`config.mk`:
```
export PLATFORM = sky130hd
export DESIGN_NAME = ink_ram
export DESIGN_NICKNAME = d
export VERILOG_FILES = /design/src/hdl/ink_ram.sv
export SDC_FILE = /design/constraint.sdc
export NUM_CORES = 1
export LEC_CHECK = 0
export ABC_CLOCK_PERIOD_IN_PS = 1660
export BUFFER_PORTS_ARGS = -buffer_cell sky130_fd_sc_hd__clkbuf_2
export CAP_MARGIN = 5
export CORE_MARGIN = 10
export CORE_UTILIZATION = 52
export CTS_CLUSTER_SIZE = 8
export DETAILED_ROUTE_END_ITERATION = 6
export GPL_TIMING_DRIVEN = 0
export MAX_ROUTING_LAYER = met4
export PLACE_DENSITY = 0.82
export SLEW_MARGIN = 30
export SYNTH_ARGS = -nofsm -noshare
export SYNTH_HDL_FRONTEND = slang
export SYNTH_SLANG_ARGS = --single-unit
```
`constraint.sdc`:
```
create_clock -name clk_i -period 1.66 [get_ports clk_i]
set_input_delay 0.166 -clock clk_i [delete_from_list [all_inputs] [get_ports clk_i]]
set_output_delay 0.166 -clock clk_i [all_outputs]
set_load 0.02 [all_outputs]
```
`src/hdl/ink_ram.sv`:
```
// Generic simple dual port RAM (one write port, one read port) with registered read.
// No dependencies.
module ink_ram #(
  parameter int unsigned Width = 8,
  parameter int unsigned Depth = 16
) (
  input  logic                     clk_i,
  input  logic                     we_i,
  input  logic [$clog2(Depth)-1:0] waddr_i,
  input  logic [Width-1:0]         wdata_i,
  input  logic [$clog2(Depth)-1:0] raddr_i,
  output logic [Width-1:0]         rdata_o
);
  logic [Width-1:0] mem [Depth];

  always_ff @(posedge clk_i) begin
    if (we_i) begin
      mem[waddr_i] <= wdata_i;
    end
    rdata_o <= mem[raddr_i];
  end
endmodule
```
# Word-level counts from Yosys, hierarchy flattened
# Memories as Yosys holds them, arrays and structs flattened. A register that Yosys moved wholly into a read port is not among the register bits.
# Cells that the tools add are included.
[word_totals]
reg_bits = 0
ram_bits = 128
output_inout_bits = 8
wordCells = 3
memories = 1
[classes]
n_mux = 2
[mem_list]
columns = ["name", "words", "word_bits", "rd", "rd_clocked_by_memory_dff", "wr", "line", "source"]
rows = [
  ["mem", 16, 8, 1, 1, 1, "14", "logic [Width-1:0] mem [Depth];"],
]
[ops]
columns = ["operator", "count"]
rows = [
  ["2-to-1 mux 1 bit", 2],
]

# Depth between registers and ports, before layout
# Gate-level depths: netlist (run 1).
[logic_depth]
word_depth = 2
ltp_mapped = 5
mapped_depth_nobuf = 3

# Worst setup path after synthesis (run 1)
# Ideal clock, no wire load.
[synth_path]
path_type = "input to register"
startpoint = "in waddr_i[2]"
endpoint = "mem mem[0][0], enable pin"
setup_ns = 0.383
arrival_ns = 1.276
required_time_ns = 1.277
slack_ns = 0.001
stages = 2
n_path_buf = 0
cell_sequence = "or3b_2 -> nor3_1"
[synth_rtl]
columns = ["element", "line", "source"]
rows = [
  ["start: declaration", "9", "input logic [$clog2(Depth)-1:0] waddr_i,"],
  ["end: declaration", "14", ""],
]
# No word-level cell before the write port.

==> results list, run 1 <==
- Run status: finished, final reports clean
- STA classifies the critical path startpoint as a flip-flop.
* Via count normalized by instance count: 5.983
- Rows: 36
- Once the clock tree was built, the setup fixing pass inserted 0 buffers.
- At the end of the flow, the number of nets in the layout was 290.
* Final setup skew: 0.005469 ns
- Before CTS, the worst setup slack after placement is -0.1861 ns.
- Syn Area/Cell: 22.48 um^2
- Die outline height: 119.5 um
* Area occupied by registers: 4004 um^2
* Clock period minus worst slack: 1.471 ns
* Max-slew violations: 0
- Antenna diode count: 0
* Input/output buffers: 24
- First-pass GRT wire length: 15750 um
* Most used cells in the layout excluding fill and tap cells: sky130_fd_sc_hd__edfxtp_1 (128), sky130_fd_sc_hd__clkbuf_2 (24), sky130_fd_sc_hd__mux4_2 (18), sky130_fd_sc_hd__clkbuf_16 (18), sky130_fd_sc_hd__a22oi_1 (16)
- Die Outline Area: 14280 um^2
* Maximum number of pins on one net before global-route repair: 17
* Max cap viols: 0
- Average detailed-routed wire length per instance: 24.54 um
* Critical Path RT: 2.04 ns
* Ratio of final minimum period to clock period: 88.60%
- Compared with the post-synthesis result, the final layout area differs by 16.43%.
- For this run, design rule violations remaining after detail routing come to 0.
- The floorplan step set the die width to 119.5 um.
- Number of library cell types mapped by synthesis: 19
- Sequential share of the synthesized area: 77.78%
* CTS tree: done
* Via count of the first global-routing pass: 2594
- CTS Sinks: 136
- Post-layout power: 7613 uW
- P_leak: 0.002024 uW
* Min-Delay Path Class: primary input to flip-flop
- Worst Slack Setup Final: 0.1892 ns
- Number of antenna violations at the first check in global routing: 0
* Total track usage: 15.49%
- P per Cell Area: 1270 nW/um^2
* Largest fanout on the critical path: 1
- Count of yosys warnings during synthesis: 0
* Total iterations of the first detailed-routing run: 5
- The final layout contains routed wiring with a total length of 10260 um.
- Routed via count: 2501
- When the netlist entered floorplanning its net count stood at 247.
- The later pin in the worst-skew pair is clocked with a latency of 0.51 ns.
- Weighted congestion reported at the end of routability-driven placement: 0.7353
* Share of synthesized cell area in full adder, half adder and majority cells: 0%
- After synthesis, the largest family of logic cells by area is multiplexers.
- Share of cells above drive strength 1: 30.53%
- The clock tree synthesis step divided the H-tree into 4 levels.
- Of the total synthesized cell area, the portion taken by XOR and XNOR cells is 0%.
* Area of the multi-input gates: 1077 um^2
- At the pin with the least slew margin, the transition time is 0.8201 ns.
- Data on the critical path arrives at its endpoint at 1.86 ns.
- Setup repair after global routing left no endpoint under its margin.
* Path type of the worst setup path: flip-flop to flip-flop
- Initial core utilization: 52.91%
* Hold bufs inserted after CTS: 0
- In this run the cell area measured after placement is 5454 um^2.
* Synthesized netlist cell count: 229
* Final hold violation count: 0
* Top-level port count: 26
* Portion of netlist area occupied by mux cells: 15.02%
* Antenna Nets Post-Route: 0
- Netlist Area Pre-Place: 5147 um^2
- Total grt overflow: 0
* Total clock buffers created by CTS: 17
* Clk slew on worst S/H paths: 0.06 ns
* Maximum count of clock buffers along a single path: 2
- STA classifies the critical path endpoint as a flip-flop.
- Number of endpoints failing setup at the final stage: 0
- The total area inside the core boundary comes to 9729 um^2.
- Derived from the worst setup path, the maximum achievable clock frequency is 0.6799 GHz.
* Setup TNS after final layout: 0 ns
* Post-route design area: 5993 um^2
* VDD IR max: 0.0007633 V
- Worst slew margin: 45.12%
- Simple-gate share of the synthesized area: 3.184%
* Most common cell after layout, fill and taps aside: sky130_fd_sc_hd__edfxtp_1
- The HPWL after detailed placement is 6418 um.
- Synthesized-area fraction occupied by ao, oa, aoi and oai cells: 2.333%
* Initial DRC Count: 238
- CTS placed an instance of sky130_fd_sc_hd__clkbuf_8 at the clock tree root.
- The synthesized design contains 136 register bits.
- Number of gates resized after CTS: 0
- Final-layout fill cell count: 698
==> Yosys cell counts <==
library cell	n	area share, %
sky130_fd_sc_hd__and2_1	1	0.12
sky130_fd_sc_hd__mux4_1	14	7.1
sky130_fd_sc_hd__nand3_1	1	0.097
sky130_fd_sc_hd__clkdlybuf4s25_2	3	0.58
sky130_fd_sc_hd__buf_4	1	0.15
sky130_fd_sc_hd__nor2b_1	1	0.12
sky130_fd_sc_hd__a22oi_1	16	2.3
sky130_fd_sc_hd__mux4_2	18	7.9
sky130_fd_sc_hd__nand2_1	9	0.66
sky130_fd_sc_hd__dfxtp_1	8	3.1
sky130_fd_sc_hd__buf_6	3	0.66
sky130_fd_sc_hd__nor2_1	13	0.95
sky130_fd_sc_hd__nand3b_1	2	0.29
sky130_fd_sc_hd__and2b_1	1	0.15
sky130_fd_sc_hd__edfxtp_1	128	75
sky130_fd_sc_hd__or3b_2	1	0.17
sky130_fd_sc_hd__nor3_1	4	0.39
sky130_fd_sc_hd__buf_2	3	0.29
sky130_fd_sc_hd__nand2b_1	2	0.24
==> cells by family (layout without fill, tap and decap cells) <==
kind of cell,count (synthesis),in the layout
AO/OA/AOI/OAI,16,16
buffers and inverters,10,66
flip-flops,136,136
multiplexers,32,32
AND/OR/NAND/NOR,35,35
==> power by group <==
part / total [uW] / internal [uW] / switching, uW
clock network: 3360 / 2000 / 1350
logic: 392 / 152 / 240
registers: 3860 / 3840 / 20.9
total: 7610 / 6000 / 1620
==> worst max-delay path: stages (launching register included) <==
cell	delay (ns)
sky130_fd_sc_hd__edfxtp_1	0.39
sky130_fd_sc_hd__mux4_1	0.53
sky130_fd_sc_hd__a22oi_1	0.31
sky130_fd_sc_hd__nand2_1	0.12
==> path summary, 6_finish.rpt <==
| path | from | endpoint | slack, ns | depth (start not counted) |
|---|---|---|---|---|
| max | mem[2][0]$_DFFE_PP_ | rdata_o[0]$_DFF_P_ | 0.19 | 3 |
| min | wdata_i[4] | mem[1][4]$_DFFE_PP_ | 0.12 | 1 |
| max reg2reg | mem[2][0]$_DFFE_PP_ | rdata_o[0]$_DFF_P_ | 0.19 | 3 |
| min reg2reg | mem[11][3]$_DFFE_PP_ | rdata_o[3]$_DFF_P_ | 0.70 | 3 |
==> per-stage QoR <==
step           util, %  instances  hold slack (ns)
2_1_floorplan        -        229           0.2649
3_3_place_gp     55.85        386           0.5855
3_5_place_dp     56.06        386           0.5858
4_1_cts          61.60        418           0.1022
5_1_grt          61.60        418           0.1166
6_report         61.60        418           0.1187
==> per-layer routing <==
layer / track usage (%) / vias up / wire (um)
met2: 22.25 / 152 / 4994
li1: - / 1064 / -
met1: 20.73 / 1272 / 4121
met5: - / - / 0
met4: 5.882 / 0 / 167
met3: 4.313 / 13 / 973
==> sequential cells by signal, indices dropped and copies added, names as in the netlist <==
name and cells:
rdata_o 8, mem 128
==> area by class of cell <==
| type | instances | area share (%) |
|---|---|---|
| buffer | 10 | 1.441 |
| clock buffer | 21 | 7.871 |
| clock inverter | 11 | 1.127 |
| multi-input combinational | 83 | 17.97 |
| sequential | 136 | 66.81 |
| tap | 133 | 2.777 |
| timing repair buffer | 24 | 2.004 |
Note: power is estimated with default switching activity, not from simulation.
==> run 2, diff against run 1 <==
--- a/config.mk
+++ b/config.mk
@@ -5,6 +5,7 @@
 export SDC_FILE = /design/constraint.sdc
 export NUM_CORES = 1
 export LEC_CHECK = 0
+export ABC_AREA = 1
 export ABC_CLOCK_PERIOD_IN_PS = 1660
 export BUFFER_PORTS_ARGS = -buffer_cell sky130_fd_sc_hd__clkbuf_2
 export CAP_MARGIN = 5
==> run 2 against run 1 <==
Against the previous run:
- cell area up 11%
- hold slack worse by 0.070 ns
- synthesized cell count is 140% higher
- die area rose by 10%
- register-to-register slack gained 0.41 ns
- setup slack improved by 0.29 ns
- final cell count increased by 78%
- core utilization shrank 0.31 points
- global-route usage up 2.5 points
- via count up 60%
- critical path type is now flip-flop to output port
- largest cell class unchanged
- largest power group unchanged
- highest routed layer unchanged
==> results list, run 2 <==
* Run status: finished, final reports clean
- The tightest min-delay check is of the primary input to flip-flop type.
- The signal on the critical path passes through clkbuf_2.
- Counting flops per register, the top entry is mem.
- Power spread over the standard cell area amounts to 1220 nW/um^2.
- From bottom edge to top edge, the die measures 125.3 um.
- Summing the sequential cell areas from Yosys gives 69.43% of the chip area.
- The final layout contains routed wiring with a total length of 13940 um.
* Proportion of register bits with asynchronous set or reset after synthesis: 0%
- The largest registers in the layout are mem x128, rdata_o x8.
* Number of library cell types mapped by synthesis: 12
- In this design, the stage delay of the slowest critical-path cell is 0.31 ns.
- The clock network burns 45.9% of the power.
- Post-CTS repair timing setup buffer count: 0
- Dividing the final minimum period by the clock period gives 70.88%.
* Net switching component of the power: 1832 uW
- The floorplan step defined a core boundary enclosing 10840 um^2.
* Switching Share: 22.60%
* Area growth syn-to-layout: 15.21%
* Worst slew margin: 39.86%
* Clock period minus worst slack: 1.177 ns
- Input/output buffers: 22
- The floorplan has 38 rows.
- The first global-routing pass estimated 20960 um of wire.
- Die Outline Area: 15700 um^2
* Count of yosys warnings during synthesis: 0
* Highest Clock Rate: 0.8499 GHz
* P_leak: 0.002893 uW
- Top-level port count: 26
* Synthesized netlist cell count: 551
* CTS H-tree lvls: 4
- RSZ-0062 raised after global routing: false
- By area the synthesized netlist is led by sky130_fd_sc_hd__edfxtp_1 (67%), sky130_fd_sc_hd__nand2_1 (11%), sky130_fd_sc_hd__nand3_1 (8.4%).
- Maximum number of pins on one net before global-route repair: 17
- Counting along the longest clock path gives a buffer depth of 2.
* HPWL after DPL: 9102 um
- For this run the aggregate overflow at the end of global routing stands at 0.
- Final-stage net count: 610
* Max cap viols: 0
* Total clock buffers created by CTS: 17
- Data on the critical path is required at its endpoint by 1.49 ns.
* CP Buf/Inv Count: 1
- The later pin in the worst-skew pair is clocked with a latency of 0.53 ns.
- Post-synth net total: 569
* Number of endpoints failing setup at the final stage: 0
- After detailed routing, the average wire length per cell comes to 18.71 um.
* Predominant post-synthesis flop cell: sky130_fd_sc_hd__edfxtp_1
- At the end of routability-driven placement, the weighted congestion stood at 0.9277.
- Most used cells in the layout excluding fill and tap cells: sky130_fd_sc_hd__nand2_1 (173), sky130_fd_sc_hd__edfxtp_1 (128), sky130_fd_sc_hd__inv_1 (100)
- Leading area contributor after synthesis: sky130_fd_sc_hd__edfxtp_1
- Flip-flop count of the largest register, all copies and words added: 128
* Sequential share of power: 47.6%
- The internal portion of the total power is 6275 uW.
* Number of enable flip-flop cells after synthesis: 128
- The library cell used most frequently in the layout, excluding fill and tap cells, is sky130_fd_sc_hd__nand2_1.
- Once the floorplan was initialized, standard cells occupied 53.20% of the core.
- The initial antenna violation count came to 0.
- Max-slew violations: 0
- Cell family with the largest share of critical-path delay: flip-flops
- CTS saw 136 sinks.
- Final hold violation count: 0
- Number of gates resized after CTS: 0
* Worst hold margin: 0.04851 ns
- STA classifies the critical path endpoint as an output port.
- The synthesized design devotes to its leading area cell type 66.65% of total area.
* Clk root buf: sky130_fd_sc_hd__clkbuf_8
- Initial DRC Count: 470
* Netlist Area Pre-Place: 5767 um^2
- Across the VDD grid, the largest voltage drop is 0.0006977 V.
* Final setup skew: 0.005370 ns
- Share of total power in combinational logic: 6.5%
- For the pin with the worst max-slew slack, the measured transition is 0.8988 ns.
- Using the TritonRoute via totals, the vias-per-cell ratio works out to 5.380.
* Hold bufs inserted after CTS: 0
- Of all nets on the critical path, the largest fanout is 1.
* Die width: 125.3 um
- In this run the mean area of a mapped cell was 10.47 um^2.
- Total iterations of the first detailed-routing run: 5
- The via count of the first global-routing pass was 3705.
- Total track usage: 18.01%
* Number of storage elements in the synthesis netlist: 136
- DRC violations left: 0
- CTS tree: done
- Clock-pin slew was measured on the worst setup and hold paths at 0.06 ns.
- Antenna Nets Post-Route: 0
- The repair_antennas step left the layout with diodes totalling 0.
- Routed via count: 4008
* Leading post-synthesis cells by instance count: sky130_fd_sc_hd__nand2_1 (173), sky130_fd_sc_hd__edfxtp_1 (128), sky130_fd_sc_hd__inv_1 (100), sky130_fd_sc_hd__nand3_1 (97), sky130_fd_sc_hd__nor2_1 (17)
- Arrival time of data at the critical path endpoint: 1.01 ns
- The slowest stage of the critical path is the sky130_fd_sc_hd__dfxtp_1 cell.
* Most frequent cell after synthesis: sky130_fd_sc_hd__nand2_1
* Path type of the worst setup path: flip-flop to output port
- Setup TNS after final layout: 0 ns
- Share of cells above drive strength 1: 12.89%
- CP startpoint kind: flip-flop
[run 2: changes by cell type after synthesis, moves of 14 or more]
| cell | delta |
|---|---|
| sky130_fd_sc_hd__a22oi_1 | -16 |
| sky130_fd_sc_hd__mux4_2 | -18 |
| sky130_fd_sc_hd__mux4_1 | -14 |
| sky130_fd_sc_hd__nand3_1 | +96 |
| sky130_fd_sc_hd__inv_1 | +100 |
| sky130_fd_sc_hd__nand2_1 | +164 |
[run 2: metal layers]
metal  share of wire [%]  vias up  global-route usage, %  wire length (um)
met5                   0        -                      -                 0
met4                 2.3        0                  7.453               314
met3                  11       27                  4.267              1576
met2                  47      242                  27.09              6579
met1                  39     1879                  22.98              5471
li1                    -     1860                      -                 -
[run 2: cell type report]
cell class	instances	area, um^2
repair buffers	22	110.1
multi-input cells	289	1214
flip-flops and latches	136	4004
well taps	140	175.2
fillers	809	4197
clock buffers	17	414.1
inverters	102	382.9
clock inverters	15	177.7
plain buffers	24	166.4
[run 2: cells by family after synthesis]
family | synth area share, %
AND/OR/NAND/NOR | 21.05
flip-flops | 69.43
buffers and inverters | 9.525
[run 2: worst paths after layout]
path / to / slack [ns] / cells after the start / startpoint
worst max-delay path: rdata_o[3] / 0.48 / 1 / rdata_o[3]$_DFF_P_
worst min-delay path: rdata_o[3]$_DFF_P_ / 0.05 / 4 / raddr_i[2]
worst max register to register: rdata_o[3]$_DFF_P_ / 0.60 / 6 / mem[15][3]$_DFFE_PP_
worst min register to register: rdata_o[2]$_DFF_P_ / 0.72 / 6 / mem[3][2]$_DFFE_PP_
[run 2: through the flow]
stage	instance area (um^2)	std cells	utilization [%]	total power (uW)	worst slack, ns
finish	6644	745	61.29	8108	0.4834
detailed placement	6052	713	55.83	4449	0.04417
CTS	6644	745	61.29	8103	0.4680
floorplan	5767	551	-	4228	0.5432
global placement	6052	713	55.83	4433	0.04058
global route	6644	745	61.29	8321	0.4643
[run 2: power groups by stage]
stage	logic, uW	registers, uW	clock network, uW
floorplan	271	3960	0
global placement	505	3930	0
detailed placement	517	3930	0
CTS	521	3860	3720
global route	570	3860	3890
finish	529	3860	3720
